File: src/rtl/ftsm_pkg.sv
package ftsm_pkg;

    localparam int DEPTH   = 64;
    localparam int AW      = $clog2(DEPTH);
    localparam int CW      = $clog2(DEPTH + 1);
    localparam int SUM_W   = 16 + AW;
    localparam int ACC_W   = 48 + AW;
    localparam int DIV_NW  = ACC_W;
    localparam int DIV_DW  = 41;
    localparam int DIV_CNT_W = $clog2(DIV_NW + 1);

    localparam logic [15:0] MIN_RESET  = 16'd999;
    localparam logic [15:0] CNT_MAX    = 16'hFFFF;
    localparam logic [22:0] SCORE_NUM  = 23'd6553600;
    localparam logic [14:0] SCORE_LOW  = 15'd12800;
    localparam logic [15:0] DROP_LIMIT = 16'd10;

    localparam logic [1:0] REG_MONITOR_ENABLE = 2'd0;

    typedef enum logic [2:0] {
        ST_IDLE,
        ST_SUM,
        ST_DIVM,
        ST_VAR,
        ST_DIVV,
        ST_DIVS,
        ST_DONE
    } ftsm_state_t;

    function automatic logic [15:0] sat_inc(input logic [15:0] c);
        return (c == CNT_MAX) ? CNT_MAX : c + 16'd1;
    endfunction

endpackage

File: src/rtl/ftsm_div.sv
module ftsm_div (
    input  logic                         clk,
    input  logic                         rst_n,
    input  logic                         start,
    input  logic [ftsm_pkg::DIV_NW-1:0]  dividend,
    input  logic [ftsm_pkg::DIV_DW-1:0]  divisor,
    output logic                         done,
    output logic [ftsm_pkg::DIV_NW-1:0]  quotient
);
    import ftsm_pkg::*;

    logic [DIV_DW-1:0]    rem_reg;
    logic [DIV_NW-1:0]    quo_reg;
    logic [DIV_DW-1:0]    den_reg;
    logic [DIV_CNT_W-1:0] cnt_reg;
    logic                 busy_reg;
    logic                 done_reg;
    logic [DIV_DW:0]      trial;
    logic                 fits;

    // restoring division, one quotient bit per cycle
    assign trial = {rem_reg, quo_reg[DIV_NW-1]};
    assign fits  = trial >= {1'b0, den_reg};

    always_ff @(posedge clk or negedge rst_n)
    begin
        if (!rst_n)
        begin
            busy_reg <= 1'b0;
            done_reg <= 1'b0;
            cnt_reg  <= '0;
        end
        else
        begin
            done_reg <= 1'b0;
            if (start)
            begin
                busy_reg <= 1'b1;
                cnt_reg  <= '0;
            end
            else if (busy_reg)
            begin
                cnt_reg <= cnt_reg + 1'b1;
                if (cnt_reg == DIV_CNT_W'(DIV_NW - 1))
                begin
                    busy_reg <= 1'b0;
                    done_reg <= 1'b1;
                end
            end
        end
    end

    always_ff @(posedge clk)
    begin
        if (start)
        begin
            rem_reg <= '0;
            quo_reg <= dividend;
            den_reg <= divisor;
        end
        else if (busy_reg)
        begin
            rem_reg <= fits ? DIV_DW'(trial - {1'b0, den_reg}) : trial[DIV_DW-1:0];
            quo_reg <= {quo_reg[DIV_NW-2:0], fits};
        end
    end

    assign done     = done_reg;
    assign quotient = quo_reg;

endmodule

File: src/rtl/frame_time_stability_monitor.sv
// Frame time stability monitor.
// Input channel: in_valid / in_stall with frame_time_ms, one frame per transaction.
// Output channel: out_valid / out_stall, one result transaction per input with
// min, max, Q8 mean and, when monitor_enable is set, variance, stability score,
// drop / stable-run / anomaly counters and the overload flag (held otherwise).
// Configuration: APB-style port, monitor_enable at byte address 0 (reset 1).
// Work per frame: with monitoring on, three divisions on the shared bit-serial
// divider plus two passes over the history of fill_count entries; with it off,
// one division and one pass. The history ring is one 64 x 16 memory with a
// single read port, read once per cycle in each pass.
// One frame is processed at a time; in_stall is high from acceptance until the
// result is loaded into the output register. The next frame may be accepted
// while that result still waits on out_stall; its result is held back until
// the previous one has been taken.
// Reset clears the counters, the fill count and write pointer, sets the minimum
// to 999 and monitor_enable to 1. No memory clearing pass is needed.
module frame_time_stability_monitor (
    input  logic        clk,
    input  logic        rst_n,
    input  logic        psel,
    input  logic        penable,
    input  logic        pwrite,
    input  logic [1:0]  paddr,
    input  logic [31:0] pwdata,
    output logic [31:0] prdata,
    output logic        pready,
    input  logic        in_valid,
    output logic        in_stall,
    input  logic [15:0] frame_time_ms,
    output logic        out_valid,
    input  logic        out_stall,
    output logic [15:0] min_frame_time,
    output logic [15:0] max_frame_time,
    output logic [23:0] mean_frame_time_q8,
    output logic [39:0] variance_q8,
    output logic [14:0] stability_q8,
    output logic [15:0] frame_drops,
    output logic [15:0] stable_run,
    output logic        anomaly,
    output logic [15:0] anomaly_total,
    output logic        overloaded
);
    import ftsm_pkg::*;

    ftsm_state_t state_reg, state_next;

    logic              enable_reg;
    logic [15:0]       ring [DEPTH];
    logic [15:0]       rdata_reg;
    logic [AW-1:0]     wp_reg;
    logic [CW-1:0]     fill_reg;
    logic [CW-1:0]     issue_reg;
    logic              dv1_reg, dv2_reg;
    logic [15:0]       x_reg, min_reg, max_reg;
    logic [SUM_W-1:0]  sum_reg;
    logic [47:0]       prod_reg;
    logic [ACC_W-1:0]  acc_reg;
    logic [23:0]       mean_reg;
    logic [39:0]       var_reg;
    logic [14:0]       score_reg;
    logic [15:0]       drop_reg, stable_reg, anom_cnt_reg;
    logic              anom_reg, over_reg;
    logic              out_valid_reg;

    logic              accept, cfg_wr, issuing, pass_done, out_free;
    logic              div_start, div_done;
    logic [DIV_NW-1:0] div_n, div_q;
    logic [DIV_DW-1:0] div_d;
    logic [23:0]       v24, diff;
    logic [39:0]       var_q;
    logic              is_drop, is_anom;
    logic [15:0]       drop_new;
    logic [14:0]       score_new;

    assign accept   = in_valid && !in_stall;
    assign in_stall = state_reg != ST_IDLE;
    assign out_free = !out_valid_reg || !out_stall;
    assign cfg_wr   = psel && penable && pwrite && pready;
    assign pready   = 1'b1;
    assign prdata   = (paddr == REG_MONITOR_ENABLE) ? {31'd0, enable_reg} : 32'd0;

    assign issuing   = issue_reg < fill_reg;
    assign pass_done = !issuing && !dv1_reg && !dv2_reg;

    assign v24  = {rdata_reg, 8'd0};
    assign diff = (v24 >= mean_reg) ? v24 - mean_reg : mean_reg - v24;

    assign var_q     = div_q[47:8];
    assign score_new = div_q[14:0];
    assign is_drop   = {x_reg, 8'd0} > {1'b0, mean_reg, 1'b0};
    assign is_anom   = ({x_reg, 3'd0} + {2'd0, x_reg, 1'b0}) > {1'b0, max_reg, 3'd0};
    assign drop_new  = is_drop ? sat_inc(drop_reg) : drop_reg;

    always_comb
    begin
        div_n = '0;
        div_d = '0;
        unique case (state_reg)
            ST_SUM:
            begin
                div_n = DIV_NW'({sum_reg, 8'd0});
                div_d = DIV_DW'(fill_reg);
            end
            ST_VAR:
            begin
                div_n = DIV_NW'(acc_reg);
                div_d = DIV_DW'(fill_reg);
            end
            ST_DIVV:
            begin
                div_n = DIV_NW'(SCORE_NUM);
                div_d = DIV_DW'(var_q) + DIV_DW'(256);
            end
            default:
            begin
                div_n = '0;
                div_d = '0;
            end
        endcase
    end

    always_comb
    begin
        state_next = state_reg;
        div_start  = 1'b0;
        unique case (state_reg)
            ST_IDLE:
                if (accept)
                    state_next = ST_SUM;
            ST_SUM:
                if (pass_done)
                begin
                    div_start  = 1'b1;
                    state_next = ST_DIVM;
                end
            ST_DIVM:
                if (div_done)
                    state_next = enable_reg ? ST_VAR : ST_DONE;
            ST_VAR:
                if (pass_done)
                begin
                    div_start  = 1'b1;
                    state_next = ST_DIVV;
                end
            ST_DIVV:
                if (div_done)
                begin
                    div_start  = 1'b1;
                    state_next = ST_DIVS;
                end
            ST_DIVS:
                if (div_done)
                    state_next = ST_DONE;
            ST_DONE:
                if (out_free)
                    state_next = ST_IDLE;
            default:
                state_next = ST_IDLE;
        endcase
    end

    always_ff @(posedge clk or negedge rst_n)
    begin
        if (!rst_n)
            state_reg <= ST_IDLE;
        else
            state_reg <= state_next;
    end

    ftsm_div u_div (
        .clk      (clk),
        .rst_n    (rst_n),
        .start    (div_start),
        .dividend (div_n),
        .divisor  (div_d),
        .done     (div_done),
        .quotient (div_q)
    );

    // history ring: one write port, one registered read port
    always_ff @(posedge clk)
    begin
        if (accept)
            ring[wp_reg] <= frame_time_ms;
        rdata_reg <= ring[issue_reg[AW-1:0]];
    end

    always_ff @(posedge clk or negedge rst_n)
    begin
        if (!rst_n)
        begin
            enable_reg    <= 1'b1;
            wp_reg        <= '0;
            fill_reg      <= '0;
            issue_reg     <= '0;
            dv1_reg       <= 1'b0;
            dv2_reg       <= 1'b0;
            min_reg       <= MIN_RESET;
            max_reg       <= '0;
            var_reg       <= '0;
            score_reg     <= '0;
            drop_reg      <= '0;
            stable_reg    <= '0;
            anom_cnt_reg  <= '0;
            anom_reg      <= 1'b0;
            over_reg      <= 1'b0;
            out_valid_reg <= 1'b0;
        end
        else
        begin
            if (cfg_wr && paddr == REG_MONITOR_ENABLE)
                enable_reg <= pwdata[0];

            out_valid_reg <= (state_reg == ST_DONE && out_free) || (out_valid_reg && out_stall);

            dv1_reg <= issuing && (state_reg == ST_SUM || state_reg == ST_VAR);
            dv2_reg <= dv1_reg && state_reg == ST_VAR;

            unique case (state_reg)
                ST_IDLE:
                    if (accept)
                    begin
                        if (frame_time_ms < min_reg)
                            min_reg <= frame_time_ms;
                        if (frame_time_ms > max_reg)
                            max_reg <= frame_time_ms;
                        wp_reg <= (wp_reg == AW'(DEPTH - 1)) ? '0 : wp_reg + 1'b1;
                        if (fill_reg != CW'(DEPTH))
                            fill_reg <= fill_reg + 1'b1;
                        issue_reg <= '0;
                    end
                ST_SUM, ST_VAR:
                    if (issuing)
                        issue_reg <= issue_reg + 1'b1;
                ST_DIVM:
                    issue_reg <= '0;
                ST_DIVV:
                    if (div_done)
                        var_reg <= var_q;
                ST_DIVS:
                    if (div_done)
                    begin
                        score_reg <= score_new;
                        drop_reg  <= drop_new;
                        stable_reg <= is_drop ? '0 : sat_inc(stable_reg);
                        anom_reg  <= is_anom;
                        if (is_anom)
                            anom_cnt_reg <= sat_inc(anom_cnt_reg);
                        over_reg  <= (score_new < SCORE_LOW) || (drop_new > DROP_LIMIT);
                    end
                default:
                    issue_reg <= issue_reg;
            endcase
        end
    end

    // datapath registers without reset
    always_ff @(posedge clk)
    begin
        if (accept)
        begin
            x_reg   <= frame_time_ms;
            sum_reg <= '0;
            acc_reg <= '0;
        end
        if (state_reg == ST_SUM && dv1_reg)
            sum_reg <= sum_reg + SUM_W'(rdata_reg);
        if (state_reg == ST_DIVM && div_done)
            mean_reg <= div_q[23:0];
        prod_reg <= diff * diff;
        if (state_reg == ST_VAR && dv2_reg)
            acc_reg <= acc_reg + ACC_W'(prod_reg);
    end

    always_ff @(posedge clk)
    begin
        if (state_reg == ST_DONE && out_free)
        begin
            min_frame_time     <= min_reg;
            max_frame_time     <= max_reg;
            mean_frame_time_q8 <= mean_reg;
            variance_q8        <= var_reg;
            stability_q8       <= score_reg;
            frame_drops        <= drop_reg;
            stable_run         <= stable_reg;
            anomaly            <= anom_reg;
            anomaly_total      <= anom_cnt_reg;
            overloaded         <= over_reg;
        end
    end

    assign out_valid = out_valid_reg;

    a_fill_bound: assert property (@(posedge clk) disable iff (!rst_n)
        fill_reg <= CW'(DEPTH))
        else $error("fill count beyond ring depth");

    a_wp_tracks_fill: assert property (@(posedge clk) disable iff (!rst_n)
        fill_reg < CW'(DEPTH) |-> wp_reg == fill_reg[AW-1:0])
        else $error("write pointer out of step with fill count");

    a_accept_starts: assert property (@(posedge clk) disable iff (!rst_n)
        accept |=> state_reg == ST_SUM && issue_reg == '0)
        else $error("accepted frame did not start the sum pass");

    a_result_from_done: assert property (@(posedge clk) disable iff (!rst_n)
        $rose(out_valid_reg) |-> $past(state_reg == ST_DONE))
        else $error("result raised outside completion");

    a_no_read_past_fill: assert property (@(posedge clk) disable iff (!rst_n)
        dv1_reg |-> $past(issue_reg) < fill_reg)
        else $error("history read beyond filled entries");

endmodule

File: config.mk
export PLATFORM = sky130hd
export DESIGN_NAME = frame_time_stability_monitor
export DESIGN_NICKNAME = d
export VERILOG_FILES = /design/src/rtl/ftsm_pkg.sv /design/src/rtl/ftsm_div.sv /design/src/rtl/frame_time_stability_monitor.sv
export SDC_FILE = /design/constraint.sdc
export NUM_CORES = 2
export LEC_CHECK = 0
export ABC_AREA = 1
export BUFFER_PORTS_ARGS = -buffer_cell sky130_fd_sc_hd__buf_2
export CAP_MARGIN = 40
export CORE_AREA = 2 2 387 389
export DETAILED_ROUTE_END_ITERATION = 6
export DIE_AREA = 0 0 389 391
export HOLD_SLACK_MARGIN = 0.05
export MAX_ROUTING_LAYER = met4
export PLACE_DENSITY = 0.86
export SLEW_MARGIN = 0
export SYNTH_ARGS = -nofsm -noshare
export SYNTH_HDL_FRONTEND = slang
export SYNTH_HIERARCHICAL = 1
export SYNTH_SLANG_ARGS = --single-unit
File: constraint.sdc
create_clock -name clk -period 10.15 [get_ports clk]
set_clock_uncertainty 0.15 [all_clocks]
set_input_delay 0.5075 -clock clk [delete_from_list [all_inputs] [get_ports clk]]
set_output_delay 0.5075 -clock clk [all_outputs]
set_load 0.005 [all_outputs]
# Word level (Yosys, flattened, before mapping)

Memories as Yosys holds them, arrays and structs flattened. A register that Yosys moved wholly into a read port is not among the register bits.
Index checks and enable logic that the tools add are counted.

RAM bits: 1,024
Memories kept: 1
Word-level logic and storage cells: 165
Register bits after elaboration: 633
Input port bits: 57
Output and inout bits: 196

$mul: 1
Reduce and logical (&&, ||, !) cells: 40
$lt $le $gt $ge: 9
Muxes and demuxes: 42
Equality and inequality tests: 20
$add $sub $neg: 14

Memory list:

| memory | words | bits a word | rd ports | clocked after Yosys merged registers in | wr ports | line                               | text |
|---|---|---|---|---|---|---|---|
| ring   | 64    | 16          | 1        | 1                                       | 1        | frame_time_stability_monitor.sv:48 | `logic [15:0] ring [DEPTH];` |

Operators with widths:

| kind                    | number |
|---|---|
| $mux W54                | 4 |
| $pmux W54 S3            | 1 |
| $pmux W41 S2            | 1 |
| $mux W16                | 5 |
| $add A54 B48 Y54        | 1 |
| $add A16 B1 Y16 const B | 3 |
| $eq A16 B16 Y1 const B  | 3 |
| $mul A24 B24 Y48        | 1 |
| $sub A24 B24 Y24        | 2 |
| $mux W22                | 2 |
| $ge A42 B41 Y1          | 1 |
| $add A40 B9 Y41 const B | 1 |
| $mux W41                | 1 |
| $sub A41 B41 Y41        | 1 |
| $gt A24 B25 Y1          | 1 |
| $ge A24 B24 Y1          | 1 |
| $mux W24                | 1 |
| $mux W3                 | 8 |
| $add A22 B16 Y22        | 1 |
| $pmux W3 S7             | 1 |
| $pmux W7 S3             | 1 |
| $add A19 B17 Y20        | 1 |
| $gt A20 B19 Y1          | 1 |
| $mux W6                 | 3 |
| other kinds (28)        | 80 |

# Longest topological paths before layout

Word-level depth: 7
Depth in mapped cells: 46
Mapped depth without buffers: 44

# Hierarchy

Netlist, hierarchy kept.

Modules (own cells, without submodules):

| module                       | cells each | instances | sequential area each (µm²) | area each (µm²) |
|---|---|---|---|---|
| frame_time_stability_monitor | 8,244      | 1         | 44,443.9                   | 84,861.4 |
| ftsm_div                     | 1,312      | 1         | 3,873.7                    | 9,281.4 |

# Least setup slack after synthesis

No wires, ideal clock.

Kind: register to register
Start point: register state_reg[0]
End point: register anomaly (enable)
Data arrival time: 8.396 ns
Setup slack: 0.869 ns
Required time: 9.265 ns
Cell stages (with the launch flop): 4
Buffers on the path: 0
Period minus slack after synthesis: 9.281 ns
Library setup time: 0.735 ns
Path through: dfrtp_1 > inv_1 > nand3_1 > a21oi_1

Cells in the longest elaborated chain, start to end: 2

RTL lines:

| what                   | line                                | text |
|---|---|---|
| start, declared        | frame_time_stability_monitor.sv:45  | `ftsm_state_t state_reg, state_next;` |
| start signal, assigned | frame_time_stability_monitor.sv:167 | `state_reg <= state_next;` |
| $eq A3 B3 Y1           | frame_time_stability_monitor.sv:277 | `if (state_reg == ST_DONE && out_free)` |
| $logic_and A1 B1 Y1    | frame_time_stability_monitor.sv:277 |  |
| end signal, assigned   | frame_time_stability_monitor.sv:286 | `anomaly <= anom_reg;` |
| end, declared          | frame_time_stability_monitor.sv:39  | `output logic anomaly,` |

No other way between the ends.
A chain may end at the register's enable or synchronous reset.

# Worst setup path after layout

Start point: register mean_reg[8]
End point: register prod_reg[41]

Cells in the longest elaborated chain, start to end: 3
Elaborated cells on any way between the ends: 5
Those cells by class: add/sub (2); mul (1); order compare (1); mux (1)

RTL lines:

| what                                               | line                                | text |
|---|---|---|
| start, declared                                    | frame_time_stability_monitor.sv:58  | `logic [23:0] mean_reg;` |
| start signal, assigned                             | frame_time_stability_monitor.sv:269 | `mean_reg <= div_q[23:0];` |
| $sub A24 B24 Y24 or $ge A24 B24 Y1 (tied branches) | frame_time_stability_monitor.sv:86  | `assign diff = (v24 >= mean_reg) ? v24 - mean_reg : mean_reg - v24;` |
| $mux W24 *                                         | frame_time_stability_monitor.sv:86  |  |
| $mul A24 B24 Y48 *                                 | frame_time_stability_monitor.sv:270 | `prod_reg <= diff * diff;` |
| end signal, assigned                               | frame_time_stability_monitor.sv:270 |  |
| end, declared                                      | frame_time_stability_monitor.sv:56  | `logic [47:0] prod_reg;` |

Every way passes the cells marked *; elsewhere a longest branch is shown, timed or not.

==> summary.txt <==
Synth
  • Count of cell types in the netlist: 69
  • FFs w/ async S/R, synth: 10.3%
  • Syn Inst Count: 9556
  • Syn avg cell area: 9.85 sq um
  • Synthesized area: 94100 sq um
  • Synth Flop Type: edfxtp_1
  • EDFF count, synth: 1396
  • #FFs+latches synth: 1672
  • Post-synthesis sequential area ratio: 51.3%
  • Yosys warns: 6

Clocking
  • Clock Latency Late Sink: 0.85 ns
  • Num CTS Buffers: 165
  • Setup Fix Bufs, Post-CTS: 0
  • Clk root buf: clkbuf_16
  • Clock Tree Buf Depth: 3
  • CTS tree: yes
  • H-tree depth: 4
  • Clock sink total: 1672
  • Clock transition at the registers of the reported paths: 0.06 ns

Global route
  • Initial antenna violation count: 8
  • Grt total ovfl: 0
  • Pin count of the biggest net entering global routing: 225
  • Vias in the first global route: 72.7k
  • First-pass GRT wire length: 426 mm
  • Total GRT Usage: 38.2%

Worst setup path
  • CP peak stage delay: 0.60 ns
  • Critical-path top delay cell: fa_1
  • Reg2reg path depth: 38
  • CP endpoint kind: flop
  • Crit path kind: reg2reg
  • Register-to-Register Setup Slack: 0.56 ns
  • Critical path data arrival time: 10.16 ns
  • Crit path launch: mean_reg[8]$_DFFE_PP_
  • CP Launch Type: flop
  • Crit path top cell by count: inv_1
  • Critical Path Fanout Max: 26
  • Worst endpoint required time: 10.72 ns
  • Worst r2r src: mean_reg[8]$_DFFE_PP_
  • Worst r2r dst: prod_reg[41]$_DFF_P_

Pwr
  • Pwr dens: 135 nW/um^2
  • Total power: 14.0 mW
  • Leak: 42.6 nW
  • Worst VDD drop: 181 uV

Placement
  • RePlAce Congestion: 0.996
  • Buffers on Ports: 189
  • Post-DP HPWL: 194 mm

Routing
  • First drt pass iteration count: 7
  • Vias post-DR: 73.0k
  • Drt drc: 0
  • Vias per cell: 6.15
  • DRT Wirelength: 282 mm
  • Final ANT Viol Nets: 0
  • DRT iter0 DRCs: 9464
  • Routed length per instance: 23.8 um

Floorplanning
  • Core area: 149000 sq um
  • Die Wd: 389 um
  • Row count: 142
  • Area of the die: 152000 sq um
  • IO Count: 253
  • Chip Height: 391 um
  • Initial Utilization: 63.4%

Finish
  • Area Growth Syn to Fin: 9.92%
  • Largest register FFs: 1024
  • Most frequent cells in the layout: nand2_1 (1561), edfxtp_1 (1396), inv_1 (1342)
  • Commonest non-fill, non-tap cell in the layout: nand2_1
  • Share of layout cells above drive strength 1: 8.31%
  • # fillers: 10.5k
  • Nets: 10.6k

Run
  • Maxcap violations: 0

Status
  • Status: finished, final reports clean

STA
  • Slew HR: 32.0%
  • Worst Max-Slew Pin Slew: 1.02 ns
  • Crit share post-route: 94.5%
  • Final Hold Fails: 0
  • Max Freq: 0.104 GHz
  • Final min period: 9.59 ns
  • Setup TNS: 0 ns
  • Final setup viols: 0
  • Max Slew Vio Count: 0
  • RSZ-0062 raised after global routing: no
  • Hold_ws: 0.130 ns

Hold path
  • Worst min path class: in2async
-- metal layers --
layer / GRT usage (%) / part of all wire, % / vias to the layer above
met3: 8.55 / 12 / 871
met5: - / 0 / -
met1: 47.8 / 36 / 34900
met4: 17.4 / 5.2 / 0
met2: 59.8 / 47 / 4916
li1: - / - / 32300
-- logic make-up after synthesis --
kind of cell / Yosys count / synth area share (%)
AO/OA/AOI/OAI: 1608 / 9.69
XOR/XNOR: 148 / 1.44
AND/OR/NAND/NOR: 3513 / 15.4
flip-flops: 1672 / 51.3
buffers and inverters: 1767 / 7.39
multiplexers: 9 / 0.108
other: 2 / 0.00798
adder cells (fa/ha/maj): 837 / 14.6
-- worst max-delay path by stage --
stage	endpoint	slack (ns)	cells after the start
final	prod_reg[41]$_DFF_P_	0.56	38
after global routing	prod_reg[40]$_DFF_P_	0.05	39
after CTS	prod_reg[44]$_DFF_P_	0.59	39
after detailed placement	prod_reg[42]$_DFF_P_	0.68	38
after global placement	prod_reg[42]$_DFF_P_	0.65	38
after floorplan	anomaly$_DFFE_PP_	0.87	3
-- power by group --
group	switching (mW)	internal (mW)	leakage, nW
clock network	2.83	3.60	2.73
registers	0.00548	7.42	15.6
logic	0.134	0.0262	24.3
-- synth_stat cells (all sizes together) (3+ instances only) --
library cell / count / area share [%]
ha: 400 / 5.3
edfxtp: 1396 / 45
dfstp: 9 / 0.25
nand3: 413 / 2.2
fa: 437 / 9.3
inv: 1383 / 5.5
mux2: 9 / 0.11
and3: 4 / 0.027
or2: 38 / 0.26
o221ai: 99 / 0.92
o211ai: 32 / 0.26
o21ai: 821 / 4.4
nand4: 91 / 0.60
a21oi: 343 / 1.8
o22ai: 161 / 1.1
nand2: 1583 / 6.4
nor4: 22 / 0.15
a22o: 13 / 0.12
nand3b: 17 / 0.14
nor3: 72 / 0.40
o311ai: 3 / 0.028
a22oi: 4 / 0.032
o21bai: 25 / 0.20
a21o: 23 / 0.18
a221oi: 3 / 0.028
nor2: 1267 / 5.2
xor2: 98 / 0.98
buf: 120 / 0.82
xnor2: 50 / 0.47
a31oi: 38 / 0.25
a31o: 6 / 0.056
and2: 3 / 0.020
clkinv: 13 / 0.052
a211oi: 4 / 0.032
clkbuf: 251 / 1.0
o21a: 14 / 0.11
a21boi: 12 / 0.096
dfrtp: 163 / 4.3
dfxtp: 104 / 2.2
-- stage by stage --
step	cell area, sq um	worst slack (ns)	util (%)	cells
after floorplan	94300	0.869	-	9586
after CTS	103000	0.590	69.6	11800
after global routing	103000	0.0457	69.7	11900
after global placement	97200	0.652	65.4	11500
final	103000	0.560	69.7	11900
after detailed placement	97700	0.677	65.7	11500
-- cell type report --
type	instances	area [sq um]	area share [%]
multi-input combinational	6147	39100	37.8
sequential	1672	48300	46.7
clock inverter	113	1400	1.35
antenna	11	27.5	0.0266
inverter	1396	5260	5.08
timing repair buffer	373	2650	2.56
clock buffer	197	4310	4.17
tap	1944	2430	2.35
-- timing repair --
action	in CTS	in global routing
endpoints found under the hold margin	79	0
hold buffers	9	0
endpoints found under the setup margin	0	6
resized for setup	0	2
-- worst max-delay path, delay by kind of cell, from the launching register on --
| family | cells | cell delay, ns |
|---|---|---|
| flip-flops | 1 | 0.38 |
| AND/OR/NAND/NOR | 12 | 2.11 |
| adder cells (fa/ha/maj) | 10 | 4.66 |
| XOR/XNOR | 2 | 0.39 |
| AO/OA/AOI/OAI | 2 | 0.57 |
| buffers and inverters | 12 | 1.23 |
Power figures use the tool's default switching activity.
